===== src/rtl/assert_macros.svh =====
// ----------------------------------------------------------------------------
// Assertion macros
// Shared concurrent assertion shorthands for the block.
// ----------------------------------------------------------------------------
`ifndef ASSERT_MACROS_SVH
`define ASSERT_MACROS_SVH

// same-cycle implication
`define ASSERT_IMPLY(lbl, clk, rst_n, ante, cons, msg) \
    lbl: assert property (@(posedge clk) disable iff (!rst_n) (ante) |-> (cons)) \
        else $error(msg);

// next-cycle implication
`define ASSERT_NEXT(lbl, clk, rst_n, ante, cons, msg) \
    lbl: assert property (@(posedge clk) disable iff (!rst_n) (ante) |=> (cons)) \
        else $error(msg);

`endif


===== src/rtl/tfn_pkg.sv =====
// ----------------------------------------------------------------------------
// tfn_pkg
// Types, constants and step functions of the triangle offset and normal core.
// ----------------------------------------------------------------------------
package tfn_pkg;

    localparam int COORD_W   = 32;
    localparam int NRM_W     = 16;
    localparam int EDGE_W    = 33;
    localparam int PROD_W    = 66;
    localparam int MAG_W     = 65;
    localparam int LEN_W     = 7;
    localparam int S_W       = 30;
    localparam int SQ_W      = 60;
    localparam int SUM_W     = 62;
    localparam int ROOT_W    = 31;
    localparam int REM_W     = 33;
    localparam int DREM_W    = 31;
    localparam int NVTX      = 9;
    localparam int NAXIS     = 3;
    localparam int FRONT_LAT = 7;
    localparam int NORM_FRAC_BITS = 14;
    localparam int CFG_IDX_W = 2;

    typedef enum logic [CFG_IDX_W-1:0] {
        REG_OFFSET_X = 2'd0,
        REG_OFFSET_Y = 2'd1,
        REG_OFFSET_Z = 2'd2
    } t_reg_idx;

    typedef struct packed {
        logic [REM_W-1:0]  rem;
        logic [ROOT_W-1:0] root;
    } t_sqrt_step;

    typedef struct packed {
        logic [DREM_W-1:0] rem;
        logic              bit_q;
    } t_div_step;

    function automatic logic [COORD_W-1:0] sat_add(input logic [COORD_W-1:0] a,
                                                   input logic [COORD_W-1:0] b);
        logic [COORD_W:0] s;
        s = {a[COORD_W-1], a} + {b[COORD_W-1], b};
        if (s[COORD_W] != s[COORD_W-1]) begin
            return s[COORD_W] ? {1'b1, {(COORD_W-1){1'b0}}} : {1'b0, {(COORD_W-1){1'b1}}};
        end
        return s[COORD_W-1:0];
    endfunction

    function automatic logic [LEN_W-1:0] bit_len(input logic [MAG_W-1:0] v);
        logic [LEN_W-1:0] m;
        m = '0;
        for (int i = 0; i < MAG_W; i++) begin
            if (v[i]) begin
                m = LEN_W'(i + 1);
            end
        end
        return m;
    endfunction

    function automatic t_sqrt_step sqrt_step(input logic [REM_W-1:0] rem,
                                             input logic [ROOT_W-1:0] root,
                                             input logic [1:0] pair);
        logic [REM_W+1:0] t;
        logic [REM_W+1:0] trial;
        t_sqrt_step       r;
        t     = {rem, pair};
        trial = (REM_W+2)'({root, 2'b01});
        if (t >= trial) begin
            r.rem  = REM_W'(t - trial);
            r.root = {root[ROOT_W-2:0], 1'b1};
        end else begin
            r.rem  = REM_W'(t);
            r.root = {root[ROOT_W-2:0], 1'b0};
        end
        return r;
    endfunction

    function automatic t_div_step div_step(input logic [DREM_W-1:0] rem,
                                           input logic nbit,
                                           input logic [ROOT_W-1:0] len);
        logic [DREM_W:0] t;
        t_div_step       r;
        t = {rem, nbit};
        if (t >= (DREM_W+1)'(len)) begin
            r.rem   = DREM_W'(t - (DREM_W+1)'(len));
            r.bit_q = 1'b1;
        end else begin
            r.rem   = DREM_W'(t);
            r.bit_q = 1'b0;
        end
        return r;
    endfunction

endpackage


===== src/rtl/tfn_isqrt.sv =====
// ----------------------------------------------------------------------------
// tfn_isqrt
// Pipelined integer square root, one result bit per stage, side word carried.
// ----------------------------------------------------------------------------
module tfn_isqrt #(
    parameter int SIDE_W = 1
) (
    input  logic                          i_clk,
    input  logic                          i_rst_n,
    input  logic                          i_vld,
    input  logic [tfn_pkg::SUM_W-1:0]     i_x,
    input  logic [SIDE_W-1:0]             i_side,
    output logic                          o_vld,
    output logic [tfn_pkg::ROOT_W-1:0]    o_root,
    output logic [SIDE_W-1:0]             o_side
);

    localparam int N = tfn_pkg::ROOT_W;

    logic [N:1]                        r_vld;
    logic [tfn_pkg::SUM_W-1:0]         r_x    [1:N];
    logic [tfn_pkg::REM_W-1:0]         r_rem  [1:N];
    logic [tfn_pkg::ROOT_W-1:0]        r_root [1:N];
    logic [SIDE_W-1:0]                 r_side [1:N];
    tfn_pkg::t_sqrt_step               n_st   [1:N];

    always_comb begin
        n_st[1] = tfn_pkg::sqrt_step('0, '0, i_x[tfn_pkg::SUM_W-1 -: 2]);
        for (int k = 2; k <= N; k++) begin
            n_st[k] = tfn_pkg::sqrt_step(r_rem[k-1], r_root[k-1],
                                         r_x[k-1][tfn_pkg::SUM_W-1 -: 2]);
        end
    end

    always_ff @(posedge i_clk) begin
        if (!i_rst_n) begin
            r_vld <= '0;
        end else begin
            r_vld <= {r_vld[N-1:1], i_vld};
        end
    end

    always_ff @(posedge i_clk) begin
        r_x[1]    <= i_x << 2;
        r_side[1] <= i_side;
        for (int k = 2; k <= N; k++) begin
            r_x[k]    <= r_x[k-1] << 2;
            r_side[k] <= r_side[k-1];
        end
        for (int k = 1; k <= N; k++) begin
            r_rem[k]  <= n_st[k].rem;
            r_root[k] <= n_st[k].root;
        end
    end

    assign o_vld  = r_vld[N];
    assign o_root = r_root[N];
    assign o_side = r_side[N];

endmodule


===== config.mk =====
export PLATFORM = sky130hd
export DESIGN_NAME = tfn_isqrt
export DESIGN_NICKNAME = d
export VERILOG_FILES = /design/src/rtl/assert_macros.svh /design/src/rtl/tfn_pkg.sv /design/src/rtl/tfn_isqrt.sv
export SDC_FILE = /design/constraint.sdc
export NUM_CORES = 2
export LEC_CHECK = 0
export BUFFER_PORTS_ARGS = -buffer_cell sky130_fd_sc_hd__buf_2
export CAP_MARGIN = 30
export CORE_MARGIN = 2
export CORE_UTILIZATION = 50
export CTS_BUF_LIST = sky130_fd_sc_hd__clkbuf_16
export CTS_CLUSTER_DIAMETER = 30
export DETAILED_ROUTE_END_ITERATION = 10
export PLACE_DENSITY_LB_ADDON = 0.25
export SETUP_SLACK_MARGIN = 0.5
export SLEW_MARGIN = 20
export SYNTH_ARGS = -nofsm -noshare
export SYNTH_HDL_FRONTEND = slang
export SYNTH_SLANG_ARGS = --single-unit

===== constraint.sdc =====
create_clock -name i_clk -period 3.2 [get_ports i_clk]
set_input_delay 0.48 -clock i_clk [delete_from_list [all_inputs] [get_ports i_clk]]
set_output_delay 0.48 -clock i_clk [all_outputs]
set_load 0.02 [all_outputs]

-- Yosys cells after proc, flatten, opt, wreduce, memory -nomap -nowiden
Memory sizes are Yosys's and may differ from the RTL's.
Index checks and enable logic that the tools add are counted.
- add/subtract/negate cells: 31
- multiply operators: 0
- divide/modulo/power cells: 0
- $lt $le $gt $ge: 31
- equality and inequality tests: 0
- shift operators: 0
- muxes and demuxes: 31
- bitwise logic cells: 0
- reduce and logical (&&, ||, !) cells: 0
- operators with widths (cell ; count):
    64-bit 2-to-1 mux ; 31
    35-bit by 33-bit >= comparator with 1-bit output ; 30
    33-bit subtractor ; 30
    2-bit by 1-bit subtractor with 3-bit output, second input constant ; 1
    2-bit by 1-bit >= comparator with 1-bit output, second input constant ; 1
- register bits after elaboration: 31
- latch bits: 0
- RAM bits: 3875
- ROM bits: 0
- input port bits: 66
- output and inout port bits: 33
- memories: 4
- memory list (memory ; words ; bits a word ; rd ports ; clocked after Yosys merged registers in ; wr ports ; line ; source):
    r_x ; 31 ; 60 ; 30 ; 0 ; 31 ; tfn_isqrt.sv:21 ; logic [tfn_pkg::SUM_W-1:0] r_x [1:N];
    r_rem ; 31 ; 33 ; 30 ; 0 ; 31 ; tfn_isqrt.sv:22 ; logic [tfn_pkg::REM_W-1:0] r_rem [1:N];
    r_root ; 31 ; 31 ; 31 ; 0 ; 31 ; tfn_isqrt.sv:23 ; logic [tfn_pkg::ROOT_W-1:0] r_root [1:N];
    r_side ; 31 ; 1 ; 31 ; 0 ; 31 ; tfn_isqrt.sv:24 ; logic [SIDE_W-1:0] r_side [1:N];

-- Logic depth before layout (Yosys ltp)
An unclocked memory read counts as a cell.
- word-level depth: 3
- depth in mapped cells: 15

-- Least setup slack after synthesis
OpenSTA, ideal clock, no wires.
- kind: register -> register
- start: register r_root[0][904] (netlist name)
- end: register r_rem[0][1008] (netlist name)
- setup time: 87 ps
- arrival time: 3187 ps
- required time: 3113 ps
- path slack: -74 ps
- stages on the path, launching flop included: 14
- path through: dfxtp_1 inv_1 ha_1 and4_1 and3_1 a22oi_1 nand2_1 a211o_1 a311o_1 a31oi_1 clkbuf_1 buf_1 nand2_1 o31ai_1

==> impl_metrics.tcl <==
set metrics [dict create \
    cpPeakStageDelay_ns 0.51 \
    die_height_um 423 \
    drc 0 \
    dp_hpwl_um 134000 \
    hold_start "i_x[48]" \
    critPathKind "reg2reg" \
    status "finished, final reports clean" \
    finalCritPeriodShare_pct 98.7 \
    rows 153 \
    multi_input_area_sq_um 40900 \
    avgSynthCellArea_sq_um 10.2 \
    required_ns 3.97 \
    drt_iter0_drc 3391 \
    arrival_ns 3.93 \
    power_density_nw_per_um2 836 \
    path_max_fanout 3 \
    path_buf_inv 0 \
    fin_crit_ns 3.16 \
    holdPathStages 2 \
    grt_pass1_wl_um 314000 \
    synth-compound-area-share_pct 11.9 \
    path_clk_slew_ns 0.06 \
    cts_tree "done" \
    synthSimpleGateAreaFrac_pct 12.8 \
    synth.area.mux_share_pct 0.994 \
    r2r-start "r_rem[0][726]$_DFF_P_" \
    min_to "r_x[0][108]$_DFF_P_" \
    fillers 13090 \
    power.leakage_nw 52.3 \
    rsz0062_at_grt "true" \
    grt_usage_pct 21.3 \
    stdcell_area_sq_um 114000 \
    yosys_warnings 0 \
    ant_nets 0 \
    drive_above_1_share_pct 22.3 \
    firstDrtPassIters 7 \
    via_per_inst 5.20 \
    slowest_stage "o41a_1" \
    synth_seq_cells 2430 \
    placed_area_sq_um 92800 \
    ir_drop_uv 647 \
    relSlewSlack_pct 57.4 \
    grt_antenna_before_repair 0 \
    finalClockSkew_ns 0.0825 \
    synth_cells 8605 \
    syn-cell-area_sq_um 87600 \
    grt.overflow.total 0 \
    syn_to_final_growth_pct 30.3 \
    slew_viol_final 0 \
    place.gp.congestion 0.910 \
    coreArea_sq_um 174000 \
    dieArea_sq_um 179000 \
    cts.sinks 2430 \
    rr_endpoint "r_rem[0][791]$_DFF_P_" \
    syn_nets 9199 \
    utilization_pct 65.6 \
    io_pins 99 \
    synth-xor-area-share_pct 7.64 \
    synthFlopType "dfxtp_1" \
    worst_pin_slew_ns 0.633 \
    postSynth.asyncResetShare_pct 0 \
    initial_core_util_pct 50.4 \
    setup_viol 0 \
    grt_pass1_vias 63527 \
    ys_seq_area_share_pct 55.5 \
    synth_edf_count 0 \
    synth_top_family_by_area "simple AND/OR/NAND/NOR gates" \
    die_width_um 423 \
    routed_wl_um 201000 \
    worstHoldPathType "in2reg" \
    h-tree-depth 5 \
    fmax_mhz 317 \
    port_buffers 98 \
    regArea_sq_um 48800 \
    final_nets 10056 \
    r2r_cells 10 \
    crit_family "compound AO/OA/AOI/OAI gates" \
    vias 62958 \
    cp_num_cells 10 \
    reg2reg_slack_ns 0.04 \
    root_buffer "clkbuf_16" \
    endpoint_kind "flop" \
    final_common_cell "dfxtp_1" \
    worst_setup_path_start_kind "flop" \
    clk_path_buf_depth 4 \
    clk_latency_ns 0.95 \
    finalHoldViolCount 0 \
    post_synth_num_cell_types 88 \
    cts_buffers 408 \
    grt_max_degree 48 \
    maxCapViolCount 0 \
    avgRoutedWirePerCell_um 16.6 \
    cp_cell_sequence "ha_4 > nor2b_4 > o31a_1 > o41a_1 > a21oi_4 > o31ai_4 > o211a_1 > o21a_1 > or4_4 > a21o_1" \
    synth_fa_ha_area_share_pct 7.54 \
    final_cell_mix "dfxtp_1 (2,338), inv_1 (681), nand2_1 (611), nor2_1 (436), clkbuf_16 (422)" \
]
==> sequential cells by signal (all words and copies together) (netlist names) <==
name	cells
r_vld	31
r_side	31
r_root	496
r_rem	942
r_x	930
==> synthesized netlist by cell type, types with 145 or more instances <==
cell | n | area [sq um]
a21oi_1 | 446 | 2230
clkbuf_1 | 145 | 544
a21o_1 | 197 | 1480
ha_1 | 528 | 6610
xnor2_1 | 385 | 3370
xor2_1 | 379 | 3320
nand2_1 | 682 | 2560
nor3_1 | 203 | 1020
dfxtp_1 | 2430 | 48600
o21ai_0 | 531 | 2660
inv_1 | 682 | 2560
nor2_1 | 475 | 1780
==> worst max-delay path by stage <==
stage | startpoint | slack (ns) | endpoint
after floorplan | r_rem[0][375]$_DFF_P_ | 0.007 | r_rem[0][428]$_DFF_P_
after global placement | r_rem[0][420]$_DFF_P_ | -0.30 | r_rem[0][446]$_DFF_P_
after detailed placement | r_rem[0][420]$_DFF_P_ | -0.26 | r_rem[0][446]$_DFF_P_
after CTS | r_rem[0][285]$_DFF_P_ | 0.04 | r_rem[0][323]$_DFF_P_
after global routing | r_rem[0][285]$_DFF_P_ | -0.11 | r_rem[0][311]$_DFF_P_
final | r_rem[0][726]$_DFF_P_ | 0.04 | r_rem[0][791]$_DFF_P_
==> per-stage QoR <==
stage               hold slack (ns)  power, W  setup TNS [ns]  setup WS [ns]  instances
floorplan                     0.310    0.0477               0        0.00708       8605
global placement              0.310    0.0516           -6.77         -0.301      11032
detailed placement            0.312    0.0519           -5.68         -0.257      11032
CTS                           0.104    0.0950               0         0.0405      11982
global route                  0.136    0.0997           -1.76         -0.112      12110
finish                        0.177    0.0954               0         0.0422      12111
==> routing by layer <==
layer / wire length (um) / GRT usage (%) / share of wire [%]
met5: 0 / 0 / 0
met4: 6870 / 8.81 / 3.4
met3: 8570 / 3.87 / 4.3
met2: 102000 / 38.5 / 51
met1: 83100 / 24.6 / 41
==> final cells by class <==
type / instances / share of cell area, %
Sequential cell: 2430 / 42.7
Multi-Input combinational cell: 5325 / 35.8
Clock buffer: 415 / 9.09
Timing Repair Buffer: 611 / 4.93
Clock inverter: 318 / 2.64
Tap cell: 2325 / 2.55
Inverter: 684 / 2.27
Timing Repair inverter: 2 / 0.0175
Antenna cell: 1 / 0.00219
==> power by group <==
part	leakage, nW	internal (W)	switching (W)
clock network	6.60	0.0266	0.0150
registers	20.3	0.0352	0.00418
logic	25.4	0.00696	0.00753
==> timing repair <==
item / in CTS / in global routing
cloned: 23 / 15
endpoints found under the hold margin: 95 / 0
resized for setup: 439 / 638
hold buffers: 67 / 0
pin swaps: 147 / 254
setup endpoints to repair: 836 / 898
buffers inserted: 127 / 113
==> kinds of logic (layout without fill, tap and decap cells) <==
| logic type | after synthesis | after routing |
|---|---|---|
| compound gates | 1690 | 1692 |
| mux | 79 | 79 |
| flops | 2430 | 2430 |
| xor+xnor | 764 | 764 |
| other cells | 1 | 2 |
| fa+ha+maj | 528 | 528 |
| simple gates | 2261 | 2261 |
| buf+inv | 852 | 2030 |
Power figures use the tool's default switching activity.
